==> src/rtl/swus_pkg.sv <==
package swus_pkg;

  localparam int DATA_W = 32;
  localparam int DEPTH_FIELD_W = 5;

  typedef enum logic [1:0] {
    REQ_PUSH    = 2'd0,
    REQ_POP     = 2'd1,
    REQ_MOVE    = 2'd2,
    REQ_RESTORE = 2'd3
  } req_type_t;

  localparam logic [2:0] ST_OK         = 3'd0;
  localparam logic [2:0] ST_MAIN_EMPTY = 3'd1;
  localparam logic [2:0] ST_UNDO_EMPTY = 3'd2;
  localparam logic [2:0] ST_MAIN_FULL  = 3'd3;
  localparam logic [2:0] ST_UNDO_FULL  = 3'd4;

  typedef struct packed {
    logic [1:0]               req_type;
    logic signed [DATA_W-1:0] push_value;
  } in_item_t;

  typedef struct packed {
    logic signed [DATA_W-1:0]  out_value;
    logic [2:0]                status;
    logic [DEPTH_FIELD_W-1:0]  main_depth;
    logic [DEPTH_FIELD_W-1:0]  undo_depth;
  } out_item_t;

  typedef struct packed {
    logic push;
    logic pop;
  } stk_ctl_t;

endpackage

==> src/rtl/swus_cell.sv <==
module swus_cell (
  input  logic                               clk,
  input  swus_pkg::stk_ctl_t                 ctl,
  input  logic signed [swus_pkg::DATA_W-1:0] above_data,
  input  logic signed [swus_pkg::DATA_W-1:0] below_data,
  output logic signed [swus_pkg::DATA_W-1:0] data_o
);
  import swus_pkg::*;

  logic signed [DATA_W-1:0] data_r;
  logic signed [DATA_W-1:0] data_nxt;

  // A push takes the entry from the cell above, a pop the one from below.
  always_comb begin
    priority if (ctl.push) begin
      data_nxt = above_data;
    end else if (ctl.pop) begin
      data_nxt = below_data;
    end else begin
      data_nxt = data_r;
    end
  end

  always_ff @(posedge clk) begin
    data_r <= data_nxt;
  end

  assign data_o = data_r;

endmodule

==> src/rtl/swus_chain.sv <==
module swus_chain #(
  parameter int DEPTH = 16
) (
  input  logic                               clk,
  input  swus_pkg::stk_ctl_t                 ctl,
  input  logic signed [swus_pkg::DATA_W-1:0] push_data,
  output logic signed [swus_pkg::DATA_W-1:0] top_data
);
  import swus_pkg::*;

  logic [DEPTH-1:0][DATA_W-1:0] cell_data;

  for (genvar i = 0; i < DEPTH; i++) begin : g_cell
    logic signed [DATA_W-1:0] above;
    logic signed [DATA_W-1:0] below;

    if (i == 0) begin : g_first
      assign above = push_data;
    end else begin : g_inner_above
      assign above = cell_data[i-1];
    end

    if (i == DEPTH - 1) begin : g_last
      assign below = cell_data[i];
    end else begin : g_inner_below
      assign below = cell_data[i+1];
    end

    swus_cell u_cell (
      .clk        (clk),
      .ctl        (ctl),
      .above_data (above),
      .below_data (below),
      .data_o     (cell_data[i])
    );
  end

  assign top_data = cell_data[0];

endmodule

==> src/rtl/stack_with_undo_stack_unit.sv <==
// Main stack and undo stack of signed 32-bit entries, STACK_DEPTH deep each, built as
// rows of cells that shift on push and pop so each top entry always sits in the first
// cell. An accepted item waits in a holding register and is executed in the next cycle
// in which the output register is free; the holding register frees only as its item
// moves on, so no new item is accepted while one is held, and output stalls keep it
// held longer. Every request returns one result item. There is no clearing pass after
// reset.
module stack_with_undo_stack_unit #(
  parameter int STACK_DEPTH = 16
) (
  input  logic                clk,
  input  logic                rst_n,
  input  logic                in_valid,
  output logic                in_ready,
  input  swus_pkg::in_item_t  in_item,
  output logic                out_valid,
  input  logic                out_ready,
  output swus_pkg::out_item_t out_item
);
  import swus_pkg::*;

  localparam int CNT_W = $clog2(STACK_DEPTH + 1);
  localparam logic [CNT_W-1:0] FULL_CNT = CNT_W'(STACK_DEPTH);
  localparam logic [CNT_W-1:0] ONE_CNT = CNT_W'(1);

  logic        hold_valid_r;
  logic        hold_valid_nxt;
  in_item_t    hold_r;
  in_item_t    hold_nxt;
  logic        out_valid_r;
  logic        out_valid_nxt;
  out_item_t   out_r;
  out_item_t   out_nxt;
  logic [CNT_W-1:0] main_cnt_r;
  logic [CNT_W-1:0] main_cnt_nxt;
  logic [CNT_W-1:0] undo_cnt_r;
  logic [CNT_W-1:0] undo_cnt_nxt;

  logic               exec;
  logic               main_empty;
  logic               main_full;
  logic               undo_empty;
  logic               undo_full;
  stk_ctl_t           main_ctl;
  stk_ctl_t           undo_ctl;
  logic signed [DATA_W-1:0] main_top;
  logic signed [DATA_W-1:0] undo_top;
  logic signed [DATA_W-1:0] main_in;
  logic signed [DATA_W-1:0] res_value;
  logic [2:0]         res_status;

  assign in_ready   = !hold_valid_r;
  assign exec       = hold_valid_r && (!out_valid_r || out_ready);
  assign main_empty = (main_cnt_r == '0);
  assign main_full  = (main_cnt_r == FULL_CNT);
  assign undo_empty = (undo_cnt_r == '0);
  assign undo_full  = (undo_cnt_r == FULL_CNT);

  always_comb begin
    main_ctl     = '0;
    undo_ctl     = '0;
    main_in      = hold_r.push_value;
    res_value    = '0;
    res_status   = ST_OK;
    main_cnt_nxt = main_cnt_r;
    undo_cnt_nxt = undo_cnt_r;
    unique case (req_type_t'(hold_r.req_type))
      REQ_PUSH: begin
        if (main_full) begin
          res_status = ST_MAIN_FULL;
        end else begin
          main_ctl.push = exec;
        end
      end
      REQ_POP: begin
        if (main_empty) begin
          res_status = ST_MAIN_EMPTY;
        end else begin
          main_ctl.pop = exec;
          res_value    = main_top;
        end
      end
      REQ_MOVE: begin
        if (main_empty) begin
          res_status = ST_MAIN_EMPTY;
        end else if (undo_full) begin
          res_status = ST_UNDO_FULL;
        end else begin
          main_ctl.pop  = exec;
          undo_ctl.push = exec;
          res_value     = main_top;
        end
      end
      REQ_RESTORE: begin
        if (undo_empty) begin
          res_status = ST_UNDO_EMPTY;
        end else if (main_full) begin
          res_status = ST_MAIN_FULL;
        end else begin
          undo_ctl.pop  = exec;
          main_ctl.push = exec;
          main_in       = undo_top;
          res_value     = undo_top;
        end
      end
      default: begin
        res_status = ST_OK;
      end
    endcase
    if (main_ctl.push) begin
      main_cnt_nxt = main_cnt_r + ONE_CNT;
    end else if (main_ctl.pop) begin
      main_cnt_nxt = main_cnt_r - ONE_CNT;
    end
    if (undo_ctl.push) begin
      undo_cnt_nxt = undo_cnt_r + ONE_CNT;
    end else if (undo_ctl.pop) begin
      undo_cnt_nxt = undo_cnt_r - ONE_CNT;
    end
  end

  always_comb begin
    hold_nxt       = hold_r;
    hold_valid_nxt = hold_valid_r;
    if (in_valid && in_ready) begin
      hold_nxt       = in_item;
      hold_valid_nxt = 1'b1;
    end else if (exec) begin
      hold_valid_nxt = 1'b0;
    end
  end

  always_comb begin
    out_nxt       = out_r;
    out_valid_nxt = out_valid_r;
    if (exec) begin
      out_valid_nxt      = 1'b1;
      out_nxt.out_value  = res_value;
      out_nxt.status     = res_status;
      out_nxt.main_depth = DEPTH_FIELD_W'(main_cnt_nxt);
      out_nxt.undo_depth = DEPTH_FIELD_W'(undo_cnt_nxt);
    end else if (out_ready) begin
      out_valid_nxt = 1'b0;
    end
  end

  always_ff @(posedge clk) begin
    if (!rst_n) begin
      hold_valid_r <= 1'b0;
      out_valid_r  <= 1'b0;
      main_cnt_r   <= '0;
      undo_cnt_r   <= '0;
    end else begin
      hold_valid_r <= hold_valid_nxt;
      out_valid_r  <= out_valid_nxt;
      main_cnt_r   <= main_cnt_nxt;
      undo_cnt_r   <= undo_cnt_nxt;
    end
  end

  always_ff @(posedge clk) begin
    hold_r <= hold_nxt;
    out_r  <= out_nxt;
  end

  swus_chain #(
    .DEPTH (STACK_DEPTH)
  ) u_main (
    .clk       (clk),
    .ctl       (main_ctl),
    .push_data (main_in),
    .top_data  (main_top)
  );

  swus_chain #(
    .DEPTH (STACK_DEPTH)
  ) u_undo (
    .clk       (clk),
    .ctl       (undo_ctl),
    .push_data (main_top),
    .top_data  (undo_top)
  );

  assign out_valid = out_valid_r;
  assign out_item  = out_r;

endmodule

==> config.mk <==
export PLATFORM = sky130hd
export DESIGN_NAME = stack_with_undo_stack_unit
export DESIGN_NICKNAME = d
export VERILOG_FILES = /design/src/rtl/swus_pkg.sv /design/src/rtl/swus_cell.sv /design/src/rtl/swus_chain.sv /design/src/rtl/stack_with_undo_stack_unit.sv
export SDC_FILE = /design/constraint.sdc
export NUM_CORES = 2
export LEC_CHECK = 0
export BUFFER_PORTS_ARGS = -buffer_cell sky130_fd_sc_hd__buf_4
export CAP_MARGIN = 20
export CORE_ASPECT_RATIO = 1.4
export CORE_MARGIN = 10
export CORE_UTILIZATION = 50
export CTS_CLUSTER_DIAMETER = 100
export CTS_CLUSTER_SIZE = 25
export DETAILED_ROUTE_END_ITERATION = 10
export PLACE_DENSITY = 0.66
export SYNTH_ARGS = -nofsm -noshare
export SYNTH_HDL_FRONTEND = slang
export SYNTH_SLANG_ARGS = --single-unit
==> constraint.sdc <==
create_clock -name clk -period 75.9 [get_ports clk]
set_input_delay 0 -clock clk [delete_from_list [all_inputs] [get_ports clk]]
set_output_delay 0 -clock clk [all_outputs]
set_load 0.005 [all_outputs]
== After elaboration in Yosys (flattened, before gate mapping) ==
Index checks and enable logic that the tools add are counted.

* Bits in read-only memories: 0
* Memories: 0
* Input bits: 38
* Output and inout port bits: 47
* RAM bits: 0
* Flip-flop bits (word level): 1,115
* Bits in latches: 0
* Word-level logic and storage cells: 155

* Divide/modulo/power cells: 0
* Shift-type cells: 0
* Bitwise logic cells: 0
* $add $sub $neg: 4
* Order comparisons: 0
* Equality and inequality tests: 5
* Mux-type cells: 92
* $mul: 0
* Reductions and logical operators: 12

{| class="wikitable"
|+ Operator list
! kind !! number
|-
| $mux 32 || 68
|-
| $pmux 32 s3 || 1
|-
| $mux 5 || 4
|-
| $mux 1 || 12
|-
| $pmux 3 s4 || 1
|-
| $add 5x1->5 const B || 2
|-
| $eq 5x5->1 const B || 2
|-
| $logic_not 5->1 || 2
|-
| $sub 5x1->5 const B || 2
|-
| $mux 3 || 3
|-
| $reduce_bool 2->1 || 4
|-
| $eq 2x2->1 const B || 2
|-
| $pmux 1 s2 || 2
|-
| $eq 2x1->1 const B || 1
|-
| $logic_and 1x1->1 || 2
|-
| $logic_not 1->1 || 2
|-
| $logic_not 2->1 || 1
|-
| $mux 2 || 1
|-
| $logic_or 1x1->1 || 1
|}

== Depth between registers and ports, before layout ==
* Depth after elaboration: 8
* Depth in mapped cells: 12
* Mapped depth without buffers: 8

== By module ==
From an unflattened synthesis, not the netlist that was laid out.

* Cell total of the unflattened synthesis: 2,488
* Area, all modules: 52,347.7 µm²

{| class="wikitable"
|+ Modules (own cells, without submodules)
! module !! cells each !! instances !! seq. area each (µm²) !! area an instance (µm²)
|-
| swus_cell || 69 || 32 || 960.9 || 1,507.7
|-
| stack_with_undo_stack_unit || 280 || 1 || 2,612.5 || 4,101.4
|}

== Least setup slack after synthesis ==
Ideal clock, no wire load.

* Path type: reg2reg
* From: register undo_cnt_r[0]
* To: register out_r (netlist bit out_item[5]) (data pin)
* Path buffers: 0
* Cell stages (with the launch flop): 7
* Library setup time: 1.656 ns
* Setup slack: 37.420 ns
* Data arrival time: 36.824 ns
* Period minus slack after synthesis: 38.480 ns
* Required time: 74.244 ns
* Path through: dfxtp_1 inv_1 ha_1 or4b_4 a21oi_2 o32ai_1 xnor2_1

* Longest elaborated chain between the ends: 6
* Elaborated cells on any way between the ends: 9
* Classes of those cells: 1 x eq/ne; 7 x mux; 1 x reduce/logical

{| class="wikitable"
|+ Ends and longest elaborated chain
! item !! RTL line !! source
|-
| start: declaration || stack_with_undo_stack_unit.sv:36 || <nowiki>logic [CNT_W-1:0] undo_cnt_r;</nowiki>
|-
| start signal: assignment || stack_with_undo_stack_unit.sv:157 || <nowiki>undo_cnt_r <= undo_cnt_nxt;</nowiki>
|-
| $eq 5x5->1 || stack_with_undo_stack_unit.sv:57 || <nowiki>assign undo_full = (undo_cnt_r == FULL_CNT);</nowiki>
|-
| $mux 1 || stack_with_undo_stack_unit.sv:86 || <nowiki>end else if (undo_full) begin</nowiki>
|-
| $mux 1 || stack_with_undo_stack_unit.sv:84 || <nowiki>if (main_empty) begin</nowiki>
|-
| $pmux 1 s2 || stack_with_undo_stack_unit.sv:67 || <nowiki>unique case (req_type_t'(hold_r.req_type))</nowiki>
|-
| $mux 5 || stack_with_undo_stack_unit.sv:112 || <nowiki>end else if (main_ctl.pop) begin</nowiki>
|-
| $mux 5 * || stack_with_undo_stack_unit.sv:110 || <nowiki>if (main_ctl.push) begin</nowiki>
|-
| named net main_cnt_nxt[0] || stack_with_undo_stack_unit.sv:35 || <nowiki>logic [CNT_W-1:0] main_cnt_nxt;</nowiki>
|-
| end signal: assignment || stack_with_undo_stack_unit.sv:163 || <nowiki>out_r <= out_nxt;</nowiki>
|-
| end: declaration || stack_with_undo_stack_unit.sv:32 || <nowiki>out_item_t out_r;</nowiki>
|}

Mark *: on every way through the listed nets, which the timed path passes. The rest lies on a longest branch.
A chain may end at the register's enable or synchronous reset.

== Final worst setup path ==
* From: register main_cnt_r[1]
* To: register u_main.g_cell[13].u_cell.data_r[24] (data pin)

* Longest elaborated chain between the ends: 5

{| class="wikitable"
|+ Ends and longest elaborated chain
! item !! RTL line !! source
|-
| start: declaration || stack_with_undo_stack_unit.sv:34 || <nowiki>logic [CNT_W-1:0] main_cnt_r;</nowiki>
|-
| start signal: assignment || stack_with_undo_stack_unit.sv:156 || <nowiki>main_cnt_r <= main_cnt_nxt;</nowiki>
|-
| $eq 5x5->1 * || stack_with_undo_stack_unit.sv:55 || <nowiki>assign main_full = (main_cnt_r == FULL_CNT);</nowiki>
|-
| $mux 1 * || stack_with_undo_stack_unit.sv:69, stack_with_undo_stack_unit.sv:97 ||
|-
| $mux 1 || stack_with_undo_stack_unit.sv:95 || <nowiki>if (undo_empty) begin</nowiki>
|-
| $pmux 1 s2 * || stack_with_undo_stack_unit.sv:67 ||
|-
| $mux 32 * || swus_cell.sv:15 || <nowiki>priority if (ctl.push) begin</nowiki>
|-
| named net u_main.g_cell[13].u_cell.data_nxt[24] || swus_cell.sv:11 || <nowiki>logic signed [DATA_W-1:0] data_nxt;</nowiki>
|-
| end signal: assignment || swus_cell.sv:25 || <nowiki>data_r <= data_nxt;</nowiki>
|-
| end: declaration || swus_cell.sv:10 || <nowiki>logic signed [DATA_W-1:0] data_r;</nowiki>
|}

Marked as above.

==> metrics.cfg <==
[cells_and_area]
util_after_layout = 0.540
num_antenna_cells = 0
leading_cell_type_in_the_layout_fill_and_taps_excluded = sky130_fd_sc_hd__nand2_1
nNetsFinal = 3497
fraction_of_layout_instances_using_a_drive_strength_above_1 = 0.182
area_growth_syn_to_layout_pct = 7.13
layout_common_cells = sky130_fd_sc_hd__nand2_1 (1445), sky130_fd_sc_hd__edfxtp_1 (1103), sky130_fd_sc_hd__mux2_2 (377)

[clock_network]
clkSinkCount = 1115
cts-htree-levels = 2
cts-root-buf = sky130_fd_sc_hd__clkbuf_16
clk_path_buf_depth = 3
worst_skew_pair.late_latency_ns = 0.63
cts_made_buffers = 51
cts.reportedPaths.clkPinSlew_ns = 0.09
tritoncts = yes

[critical_path]
timing.critical_path.from = main_cnt_r[1]
required_arrival_time_at_the_worst_endpoint_ns = 76.29
critPathLaunchType = register
critPathArrivalTime_ns = 5.88
cp-end-kind = register
worst_r2r_endpoint = u_main.g_cell[13].u_cell.data_o[24]
critical_path_class = register to register
critical_path.endpoint = u_main.g_cell[13].u_cell.data_o[24]
r2r_slack_ns = 70.41
worst_reg_to_reg_cells = 10
critical_path.reg2reg.startpoint = main_cnt_r[1]
crit_path_max_fanout = 82

[drt]
routed-wl-met2_um = 36000
drt.antenna.violating_nets = 0
met3WireLength_um = 2020
met1_length_um = 36200
initialDrtViolationCount = 2131
drt_pre_antenna_iters = 5
top_layer_used = met4
vias = 24700
route.final.wire_length_um = 75500
drcViolationCount = 0
detail_route.vias_per_cell = 5.28
detail_route.wl_per_cell_um = 16.1

[floorplan]
dieWidth_um = 278
start_util = 0.504
dieArea_um2 = 106000
floorplan.io_pins = 85
coreArea_um2 = 92700
core.rowCount = 132
floorplan.die.height_um = 382

[synth]
ys_async_sr_fraction = 0
synth-edff-count = 1103
synthesis.nets = 3471
synth-warning-count = 0
synth-main-ff-cell = sky130_fd_sc_hd__edfxtp_1
ys_seq_elements = 1115
synth.distinct_cells = 47
postSynthAreaPerCell_um2 = 13.6
syn-cell-area_um2 = 46700
post_synth_inst_count = 3424
synth.yosys.seq_area_share = 0.714

[power_and_ir_drop]
power_per_cell_area_nw_per_um2 = 20.2
p_leak_nw = 16.2
worst_ir_drop_vdd_mv = 0.0207

[place]
hpwlAfterDp_um = 43000
replace_congestion = 0.745
place.port_buffers = 84

[timing]
grt_setup_unrepaired = no
tns_ns = 0
final-setup-viol-count = 0
min_period_ns = 5.49
hold_violations = 0
timing.final.max_slew_violations = 0
timing_worst_slew_pin_value_ns = 1.36
timing.final.crit_share = 0.0724
relSlewSlack = 0.0943
maxClockFrequency_mhz = 182
fin_worst_skew_ns = 0.0205

[global_route]
first_global_vias = 24000
grt_first_pass_wirelength_um = 123000
grt_max_degree = 270
grt.overflow.total = 0
grt_antenna_before_repair = 0
grt.total_usage = 0.136

[min_path]
worstHoldPathCells = 2
hold_path.class = input port to register

[job]
maxCapViolations = 0

[outcome]
outcome = completed

## layout make-up
class	instances	area (um^2)
clock buffer	72	1400
clock inverter	2	36.3
fill	7715	42600
inverter	15	63.8
multi-input combinational	2115	12400
sequential	1115	33400
tap	1206	1510
timing repair buffer	152	1290
## worst min path at each step
stage / from / to / slack, ns
after global placement: in_item[21] / hold_r[21] / 0.18
final: in_item[30] / hold_r[30] / 0.09
after floorplan: in_item[0] / hold_r[0] / 0.1
after detailed placement: in_item[21] / hold_r[21] / 0.18
after global routing: in_item[25] / hold_r[25] / 0.05
after CTS: in_item[22] / hold_r[22] / 0.04
## repair_timing
action / in CTS / in global routing
resized for setup: 0 / 0
endpoints found under the hold margin: 46 / 0
hold buffers: 38 / 0
setup buffers: 0 / 0
setup endpoints to repair: 0 / 0
## sequential cells by signal (all words and copies together), names as in the netlist
| name | cells |
|---|---|
| hold_r | 34 |
| hold_valid_r | 1 |
| main_cnt_r | 5 |
| out_item | 45 |
| out_valid | 1 |
| u_main.g_cell.u_cell.data_o | 512 |
| u_undo.g_cell.u_cell.data_o | 512 |
| undo_cnt_r | 5 |
## Yosys cell counts, drive strengths merged, types with 3 or more instances
cell type | number | area share
dfxtp | 12 | 0.0051
a21oi | 38 | 0.0042
buf | 160 | 0.020
nor3 | 11 | 0.0012
ha | 9 | 0.0024
xnor2 | 7 | 0.0013
nand3 | 6 | 0.00064
o21ai | 4 | 0.00043
mux2i | 36 | 0.0077
mux2 | 449 | 0.11
a22o | 31 | 0.0058
a22oi | 3 | 0.00070
and2 | 4 | 0.00054
nand2 | 1445 | 0.12
nor2 | 43 | 0.0035
clkbuf | 19 | 0.0015
inv | 15 | 0.0012
nand2b | 4 | 0.00054
edfxtp | 1103 | 0.71
## metal layers
layer  vias up  track usage
li1      12000            -
met1     12400        0.195
met2       259        0.219
met3        81       0.0173
met4         0       0.0322
met5         -            0
## power breakdown
part	internal, mW	switching, mW
combinational	0.00992	0.0134
clock	0.130	0.182
sequential	0.674	0.00227
## cell families after synthesis
kind of cell,synth area share
adder cells (fa/ha/maj),0.00241
buffers and inverters,0.0224
XOR/XNOR,0.00131
AND/OR/NAND/NOR,0.125
multiplexers,0.122
flip-flops,0.714
AO/OA/AOI/OAI,0.0128
## metrics by stage
stage	instance area (um^2)	hold WS [ns]	setup slack, ns	total power, mW	std cells
after global routing	50000	0.0512	70.02	1.05	4677
after detailed placement	48200	0.181	70.47	0.712	4564
final	50000	0.0870	70.41	1.01	4677
after global placement	48200	0.181	70.49	0.712	4564
after CTS	50000	0.0387	70.42	1.03	4676
after floorplan	46700	0.0989	37.42	0.712	3424
## worst max-delay path, cell delays in order, from the launching register on
cell and delay, ns:
sky130_fd_sc_hd__dfxtp_1 0.39, sky130_fd_sc_hd__inv_1 0.09, sky130_fd_sc_hd__ha_1 0.23, sky130_fd_sc_hd__or4bb_1 0.29, sky130_fd_sc_hd__nand3_1 0.17, sky130_fd_sc_hd__nor3_2 0.18
sky130_fd_sc_hd__buf_4 0.78, sky130_fd_sc_hd__buf_4 0.78, sky130_fd_sc_hd__buf_4 0.88, sky130_fd_sc_hd__buf_4 0.77, sky130_fd_sc_hd__mux2_2 0.42
(Power assumes the default switching activity.)
